<file path="src/rtl/nearest_interval_search_unit_assert.svh">
// Assertion macros for the nearest interval search unit.
`ifndef NEAREST_INTERVAL_SEARCH_UNIT_ASSERT_SVH
`define NEAREST_INTERVAL_SEARCH_UNIT_ASSERT_SVH

`ifndef SYNTHESIS

// Check a property on every clock edge outside reset.
`define NIS_ASSERT(lbl, prop, msg) \
    lbl: assert property (@(posedge clk) disable iff (!rst_n) prop) else $error(msg);

// Check a property on every clock edge, reset included.
`define NIS_ASSERT_ALWAYS(lbl, prop, msg) \
    lbl: assert property (@(posedge clk) prop) else $error(msg);

`else

`define NIS_ASSERT(lbl, prop, msg)
`define NIS_ASSERT_ALWAYS(lbl, prop, msg)

`endif

`endif

</file>
<file path="src/rtl/nis_pkg.sv">
// Shared types and constants for the nearest interval search unit.
package nis_pkg;

    localparam int COORD_W     = 31;
    localparam int HIT_IDX_W   = 8;
    localparam int S_TDATA_W   = 128;
    localparam int M_TDATA_W   = 48;

    // Item kinds carried on s_tuser
    typedef enum logic [1:0] {
        ACT_CLEAR  = 2'd0,
        ACT_APPEND = 2'd1,
        ACT_QUERY  = 2'd2
    } action_t;

    // Query word walking down the cell row, with its best match so far
    typedef struct packed {
        logic                 valid;
        logic                 upstream;
        logic [COORD_W-1:0]   pos;
        logic [COORD_W-1:0]   lim;
        logic                 found;
        logic                 contained;
        logic [HIT_IDX_W-1:0] idx;
        logic [COORD_W-1:0]   gap;
    } token_t;

endpackage

</file>
<file path="src/rtl/nis_cell.sv">
// One table entry of the search row: holds an interval and scores the passing query.
module nis_cell
    import nis_pkg::*;
#(
    parameter int CELL_INDEX = 0
)
(
    input  logic               clk,
    input  logic               rst_n,
    input  logic               advance,
    input  logic               live,
    input  logic               wr_en,
    input  logic [COORD_W-1:0] wr_start,
    input  logic [COORD_W-1:0] wr_end,
    input  token_t             tok_in,
    output token_t             tok_out
);

    logic [COORD_W-1:0] start_reg;
    logic [COORD_W-1:0] end_reg;
    token_t             tok_reg;
    token_t             tok_next;
    logic               contain;
    logic               reach;
    logic [COORD_W-1:0] g;

    // Hold the interval written by an append
    always_ff @(posedge clk)
    begin
        if (wr_en)
        begin
            start_reg <= wr_start;
            end_reg   <= wr_end;
        end
    end

    // Score this entry against the incoming query word
    always_comb
    begin
        tok_next = tok_in;
        contain  = (start_reg <= tok_in.pos) && (end_reg >= tok_in.pos);
        if (tok_in.upstream)
        begin
            reach = (end_reg <= tok_in.pos);
            g     = tok_in.pos - end_reg;
        end
        else
        begin
            reach = (start_reg >= tok_in.pos);
            g     = start_reg - tok_in.pos;
        end
        if (tok_in.valid && live && !tok_in.contained)
        begin
            priority if (contain)
            begin
                tok_next.found     = 1'b1;
                tok_next.contained = 1'b1;
                tok_next.idx       = HIT_IDX_W'(CELL_INDEX);
                tok_next.gap       = '0;
            end
            else if (reach && (g <= tok_in.lim) && (!tok_in.found || (g < tok_in.gap)))
            begin
                tok_next.found = 1'b1;
                tok_next.idx   = HIT_IDX_W'(CELL_INDEX);
                tok_next.gap   = g;
            end
            else
            begin
                // Pass the best match so far unchanged
                tok_next = tok_in;
            end
        end
    end

    // Hand the word to the next cell unless the row is stalled
    always_ff @(posedge clk or negedge rst_n)
    begin
        if (!rst_n)
        begin
            tok_reg <= '0;
        end
        else if (advance)
        begin
            tok_reg <= tok_next;
        end
    end

    assign tok_out = tok_reg;

endmodule

</file>
<file path="config.mk">
export PLATFORM = sky130hd
export DESIGN_NAME = nis_cell
export DESIGN_NICKNAME = d
export VERILOG_FILES = /design/src/rtl/nearest_interval_search_unit_assert.svh /design/src/rtl/nis_pkg.sv /design/src/rtl/nis_cell.sv
export SDC_FILE = /design/constraint.sdc
export NUM_CORES = 1
export LEC_CHECK = 0
export BUFFER_PORTS_ARGS = -buffer_cell sky130_fd_sc_hd__buf_2
export CELL_PAD_IN_SITES_DETAIL_PLACEMENT = 0
export CELL_PAD_IN_SITES_GLOBAL_PLACEMENT = 1
export CORE_AREA = 4 4 222 159
export DETAILED_ROUTE_END_ITERATION = 6
export DIE_AREA = 0 0 226 163
export PLACE_DENSITY = 0.78
export SYNTH_ARGS = -nofsm -noshare
export SYNTH_HDL_FRONTEND = slang
export SYNTH_SLANG_ARGS = --single-unit
</file>
<file path="constraint.sdc">
create_clock -name clk -period 7.9 [get_ports clk]
set_clock_uncertainty 0.1 [all_clocks]
set_input_delay 0.395 -clock clk [delete_from_list [all_inputs] [get_ports clk]]
set_output_delay 0.395 -clock clk [all_outputs]
set_load 0.005 [all_outputs]
</file>
# == Word-level counts from Yosys, hierarchy flattened ==
# Cells that the tools add are included.
# totals
regBits,167
latch_bits,0
ram_bits,0
rom_bits,0
in_bits,172
out_inout_bits,105
word_cells,32
n_memories,0
# op_classes
add_sub_neg,2
multipliers,0
n_div,0
order_cmp,6
n_eq_ne,0
shifts,0
n_mux,6
bitwise,0
n_reduce_logical,8
# op_table
op,count
less-or-equal comparator 31 bit,3
two-way mux 41 bit,2
greater-or-equal comparator 31 bit,2
subtractor 31 bit,2
two-way mux 39 bit,1
< comparator 31 bit,1
two-way mux 31 bit,1
logical AND 1 bit,5
zero test 1 bit,2
two-way mux 1 bit,2
logical OR 1 bit,1

# == Depth between registers and ports, before layout ==
# depth
word_depth,8
mapped_depth,25
mapped_depth_nobuf,23

# == Worst setup path after synthesis ==
# No wires, ideal clock.
# synth_timing
path_type,input to register
from,in tok_in[72] in the netlist's numbering
to,reg tok_reg (netlist bit tok_out[11])
setup_time_ns,0.126
arrival_ns,4.935
t_required_ns,7.674
slack_ns,2.739
path_stages,23
path_buffers,2
cell_sequence,inv_1 -> ha_1 -> fa_1 -> nand2b_1 -> a21oi_1 -> a21oi_1 -> o31ai_1 -> a221oi_1 -> o21ai_0 -> xnor2_1 -> a21oi_1 -> ha_1 -> a21oi_1 -> nor2_1 -> a211oi_1 -> o21ai_0 -> or3_1 -> a32oi_1 -> nand3_2 -> a22o_1 -> buf_6 -> buf_6 -> a221o_1
# synth_between
elab_chain_cells,8
elab_cells_between_ends,17
cone_classes,2 x add/sub; 6 x order compare; 5 x mux; 4 x reduce/logical
# synth_lines
item,line_no,rtl
from (decl),nis_cell.sv:15,"input token_t tok_in,"
subtractor 31 bit (on tied branches),"nis_cell.sv:50, nis_cell.sv:45",
two-way mux 31 bit,nis_cell.sv:42,if (tok_in.upstream)
less-or-equal comparator 31 bit or < comparator 31 bit (tied branches),nis_cell.sv:61,else if (reach && (g <= tok_in.lim) && (!tok_in.found || (g < tok_in.gap)))
logical AND 1 bit or logical OR 1 bit (tied branches),nis_cell.sv:61,
logical AND 1 bit,nis_cell.sv:61,
two-way mux 39 bit,nis_cell.sv:61,
two-way mux 41 bit *,nis_cell.sv:54,priority if (contain)
two-way mux 41 bit *,nis_cell.sv:52,if (tok_in.valid && live && !tok_in.contained)
to (signal assigned),nis_cell.sv:84,tok_reg <= tok_next;
to (decl),nis_cell.sv:21,token_t tok_reg;
# Every way passes the cells marked *; elsewhere a longest branch is shown, timed or not.
# A chain may end at the register's enable or synchronous reset.

# == Final worst setup path ==
# layout_timing
from,reg start_reg[0]
to,reg tok_reg (netlist bit tok_out[13])
# layout_between
elab_chain_cells,8
elab_cells_between_ends,14
cone_classes,1 x add/sub; 4 x order compare; 5 x mux; 4 x reduce/logical
# layout_lines
item,line_no,rtl
from (decl),nis_cell.sv:19,logic [COORD_W-1:0] start_reg;
from (signal assigned),nis_cell.sv:32,start_reg <= wr_start;
subtractor 31 bit,nis_cell.sv:50,g = start_reg - tok_in.pos;
two-way mux 31 bit,nis_cell.sv:42,
less-or-equal comparator 31 bit or < comparator 31 bit (tied branches),nis_cell.sv:61,
logical AND 1 bit or logical OR 1 bit (tied branches),nis_cell.sv:61,
logical AND 1 bit,nis_cell.sv:61,
two-way mux 39 bit,nis_cell.sv:61,
two-way mux 41 bit *,nis_cell.sv:54,
two-way mux 41 bit *,nis_cell.sv:52,
# Marked as above.

==> metrics.cfg <==
[synth]
synthArstFlopShare=0.629
synth_edf_count=62
synth_area_leaders=dfrtp_1 23%, edfxtp_1 16%, ha_1 13%, mux2_2 6.4%, inv_1 4.6%
syn-mean-instance-area_um2=9.79
synth_fp_nets=1467
synth_ff_type=dfrtp_1
syn_area_mm2=0.0115
synthAdderAreaFrac=0.138
synth_area_leader_cell=dfrtp_1
synth_top_area_frac=0.229
synth_top_family_by_area=compound AO/OA/AOI/OAI gates
yosys.area_share.simple=0.110
synthCells=1170
synth-compound-area-share=0.188
synth-seq-area-share=0.392
ys_seq_elements=167
synth_mux_area_frac=0.0656
synth.distinct_cells=73
yosys_warnings=0
synth_xor_area_frac=0.0413

[die]
die_width_um=226
design.core.area_mm2=0.0331
start_util=0.346
rows=56
io_pins=277
chipHeight_um=163
dieArea_mm2=0.0368

[setup_path]
crit_path_end_kind=register
slowest_delay_ns=0.61
critical-path-slowest-cell=o21ai_0
r2r_cells=23
worstSetupPathType=register to register
r2r_setup_slack_ns=1.43
path_cells=inv_1 -> ha_1 -> fa_1 -> nand2b_1 -> a21oi_1 -> o22ai_1 -> o21a_1 -> o21ai_0 -> a31oi_1 -> xor2_1 -> o21ai_0 -> ha_1 -> and3_1 -> nand4_1 -> nor2_1 -> o31ai_1 -> nand3_1 -> or3_1 -> a32oi_1 -> nand3_2 -> a22o_1 -> buf_4 -> a221o_1
timing.rr.end=tok_out[13]
start_kind=register
r2r_start=start_reg[0]
worstPathArrival_ns=6.70
cp_data_required_time_ns=8.13
path_max_fanout=27

[routing]
via_count=9884
drt_iter0_drc=815
wl_per_cell_um=19.1
drc_errors=0
viasPerCell=5.15
final_antenna_net_count=0
dr.pass1.iters=5
wl_um=36600

[final_layout]
finalNonFillerCells=1920
finalInstanceArea_mm2=0.0143
largest_register_ffs=105
num_antenna_cells=0
layout-drive-gt1-share=0.261
nets=1769
syn_to_final_growth_pct=24.6
fill_cells=3292

[status]
status=completed

[sta]
fin_hold_ws_ns=0.0334
slew_violations=0
fmax_mhz=155
rsz0062_at_grt=false
worst_pin_slew_ns=0.899
period_minus_slack_ns=6.47
setup-violations-final=0
setup_tns_ns=0
slew-limit-headroom=0.394
finalCritPeriodShare=0.819
hold_violations=0

[place]
place.gp.congestion=0.918
dp_hpwl_um=29800
dpl_cell_area_mm2=0.0132
dp_cells=1842
port_buffers=276

[job]
maxCapViolations=0

[global_routing]
globalRouteOverflowTotal=0
grt_usage=0.198
grt_pass1_wl_um=56400
antenna_found_initial=0
grt_pass1_vias=9832
grt_max_degree=63

[clock_tree]
clkLatencyLatePin_ns=0.45
cts.path.max_buffers=2
numCtsBuffers=17
ctsResizeCount=0
cts.reportedPaths.clkPinSlew_ns=0.06
cts_tree=built
htree_levels=4
cts_setup_buffers=0
cts.sinks=167
clock-root-buffer=clkbuf_16

[min_path]
min_to=end_reg[0]
hold-path-cell-count=1
min_from=wr_end[0]
hp-class=input port to register

[pwr]
power_leakage_nw=6.86
p_per_area_mw_per_mm2=200
power_w=0.00286
ir_worst_vdd_uv=143

[synthesized netlist by cell type (all sizes together), types with 13 or more instances]
master	instances
buf	20
a211oi	13
ha	123
mux2	65
a21oi	96
o21ai	62
xnor2	29
a21o	27
nand4	18
xor2	25
inv	141
edfxtp	62
clkbuf	25
nor2b	32
a221o	27
nand2	72
dfrtp	105
nand3	25
nor2	50
[cell families (layout without fill, tap and decap cells)]
family          Yosys count  after routing
compound gates          320            320
xor+xnor                 54             54
fa+ha+maj               125            125
simple gates            251            251
mux                      67             67
buf+inv                 186            501
flops                   167            167
[cells in the final DEF (no fill, tap or decap), types with 4 or more instances in the layout]
master | Yosys | routed
a211oi_1 | 12 | 12
a21boi_0 | 5 | 5
a21o_1 | 27 | 27
a21oi_1 | 96 | 96
a221o_1 | 27 | 27
a221oi_1 | 4 | 4
a22o_1 | 9 | 9
a31oi_1 | 11 | 11
and2_1 | 4 | 4
and3_1 | 11 | 11
and4_1 | 4 | 4
buf_2 | 9 | 274
buf_4 | 4 | 8
clkbuf_16 | 0 | 20
dfrtp_1 | 105 | 105
dlygate4sd3_1 | 0 | 46
edfxtp_1 | 62 | 62
ha_1 | 123 | 123
inv_1 | 141 | 141
mux2_2 | 65 | 65
nand2_1 | 72 | 72
nand2b_1 | 10 | 10
nand3_1 | 24 | 24
nand4_1 | 18 | 18
nor2_1 | 50 | 50
nor2b_1 | 32 | 32
nor3_1 | 9 | 9
o2111ai_1 | 4 | 4
o211ai_1 | 8 | 8
o21a_1 | 12 | 12
o21ai_0 | 60 | 60
o21bai_1 | 8 | 8
xnor2_1 | 29 | 29
xor2_1 | 25 | 25
[stage by stage]
| step | setup WS, ns | util |
|---|---|---|
| finish | 1.43 | 0.431 |
| global route | 1.06 | 0.431 |
| CTS | 1.51 | 0.431 |
| detailed placement | 1.38 | 0.398 |
| global placement | 1.55 | 0.398 |
| floorplan | 2.74 | - |
[routing by layer]
metal,track usage,wire length (um)
met3,0.0386,2280
met2,0.284,15000
met1,0.308,19000
met5,0,0
met4,0.0384,400
[where the power goes]
part / internal [W] / total, W / switching [W]
clock: 0.000485 / 0.000850 / 0.000364
sequential: 0.000995 / 0.00104 / 0.0000455
combinational: 0.000412 / 0.000967 / 0.000555
total: 0.00189 / 0.00286 / 0.000965
[worst max path at each step]
| stage | start | endpoint | slack [ns] |
|---|---|---|---|
| 4_1_cts | start_reg[0] | tok_out[28] | 1.51 |
| 5_1_grt | start_reg[0] | tok_out[5] | 1.06 |
| 2_1_floorplan | tok_in[72] | tok_out[11] | 2.74 |
| 6_report | start_reg[0] | tok_out[13] | 1.43 |
| 3_3_place_gp | tok_in[72] | tok_out[3] | 1.55 |
| 3_5_place_dp | tok_in[72] | tok_out[13] | 1.38 |
[layout make-up]
class                   count  area (um2)  area share
clock buffers              24         546      0.0382
clock inverters             8        57.6     0.00403
inverters                 141         529      0.0371
multi-input cells         817        6210       0.435
flip-flops and latches    167        4490       0.315
well taps                 435         544      0.0381
repair buffers            328        1890       0.133
[repair_timing]
| action | CTS | global route |
|---|---|---|
| endpoints found under the hold margin | 93 | 0 |
| hold buffers | 46 | 0 |
| setup endpoints to repair | 0 | 0 |
[worst max-delay path, delay by kind of cell, from the launching register on]
family | cells | cell delay [ns]
compound gates | 10 | 3.14
xor+xnor | 1 | 0.16
fa+ha+maj | 3 | 0.99
buf+inv | 2 | 0.32
flops | 1 | 0.33
simple gates | 7 | 1.30
No activity file was read; power rests on OpenSTA's default activity.
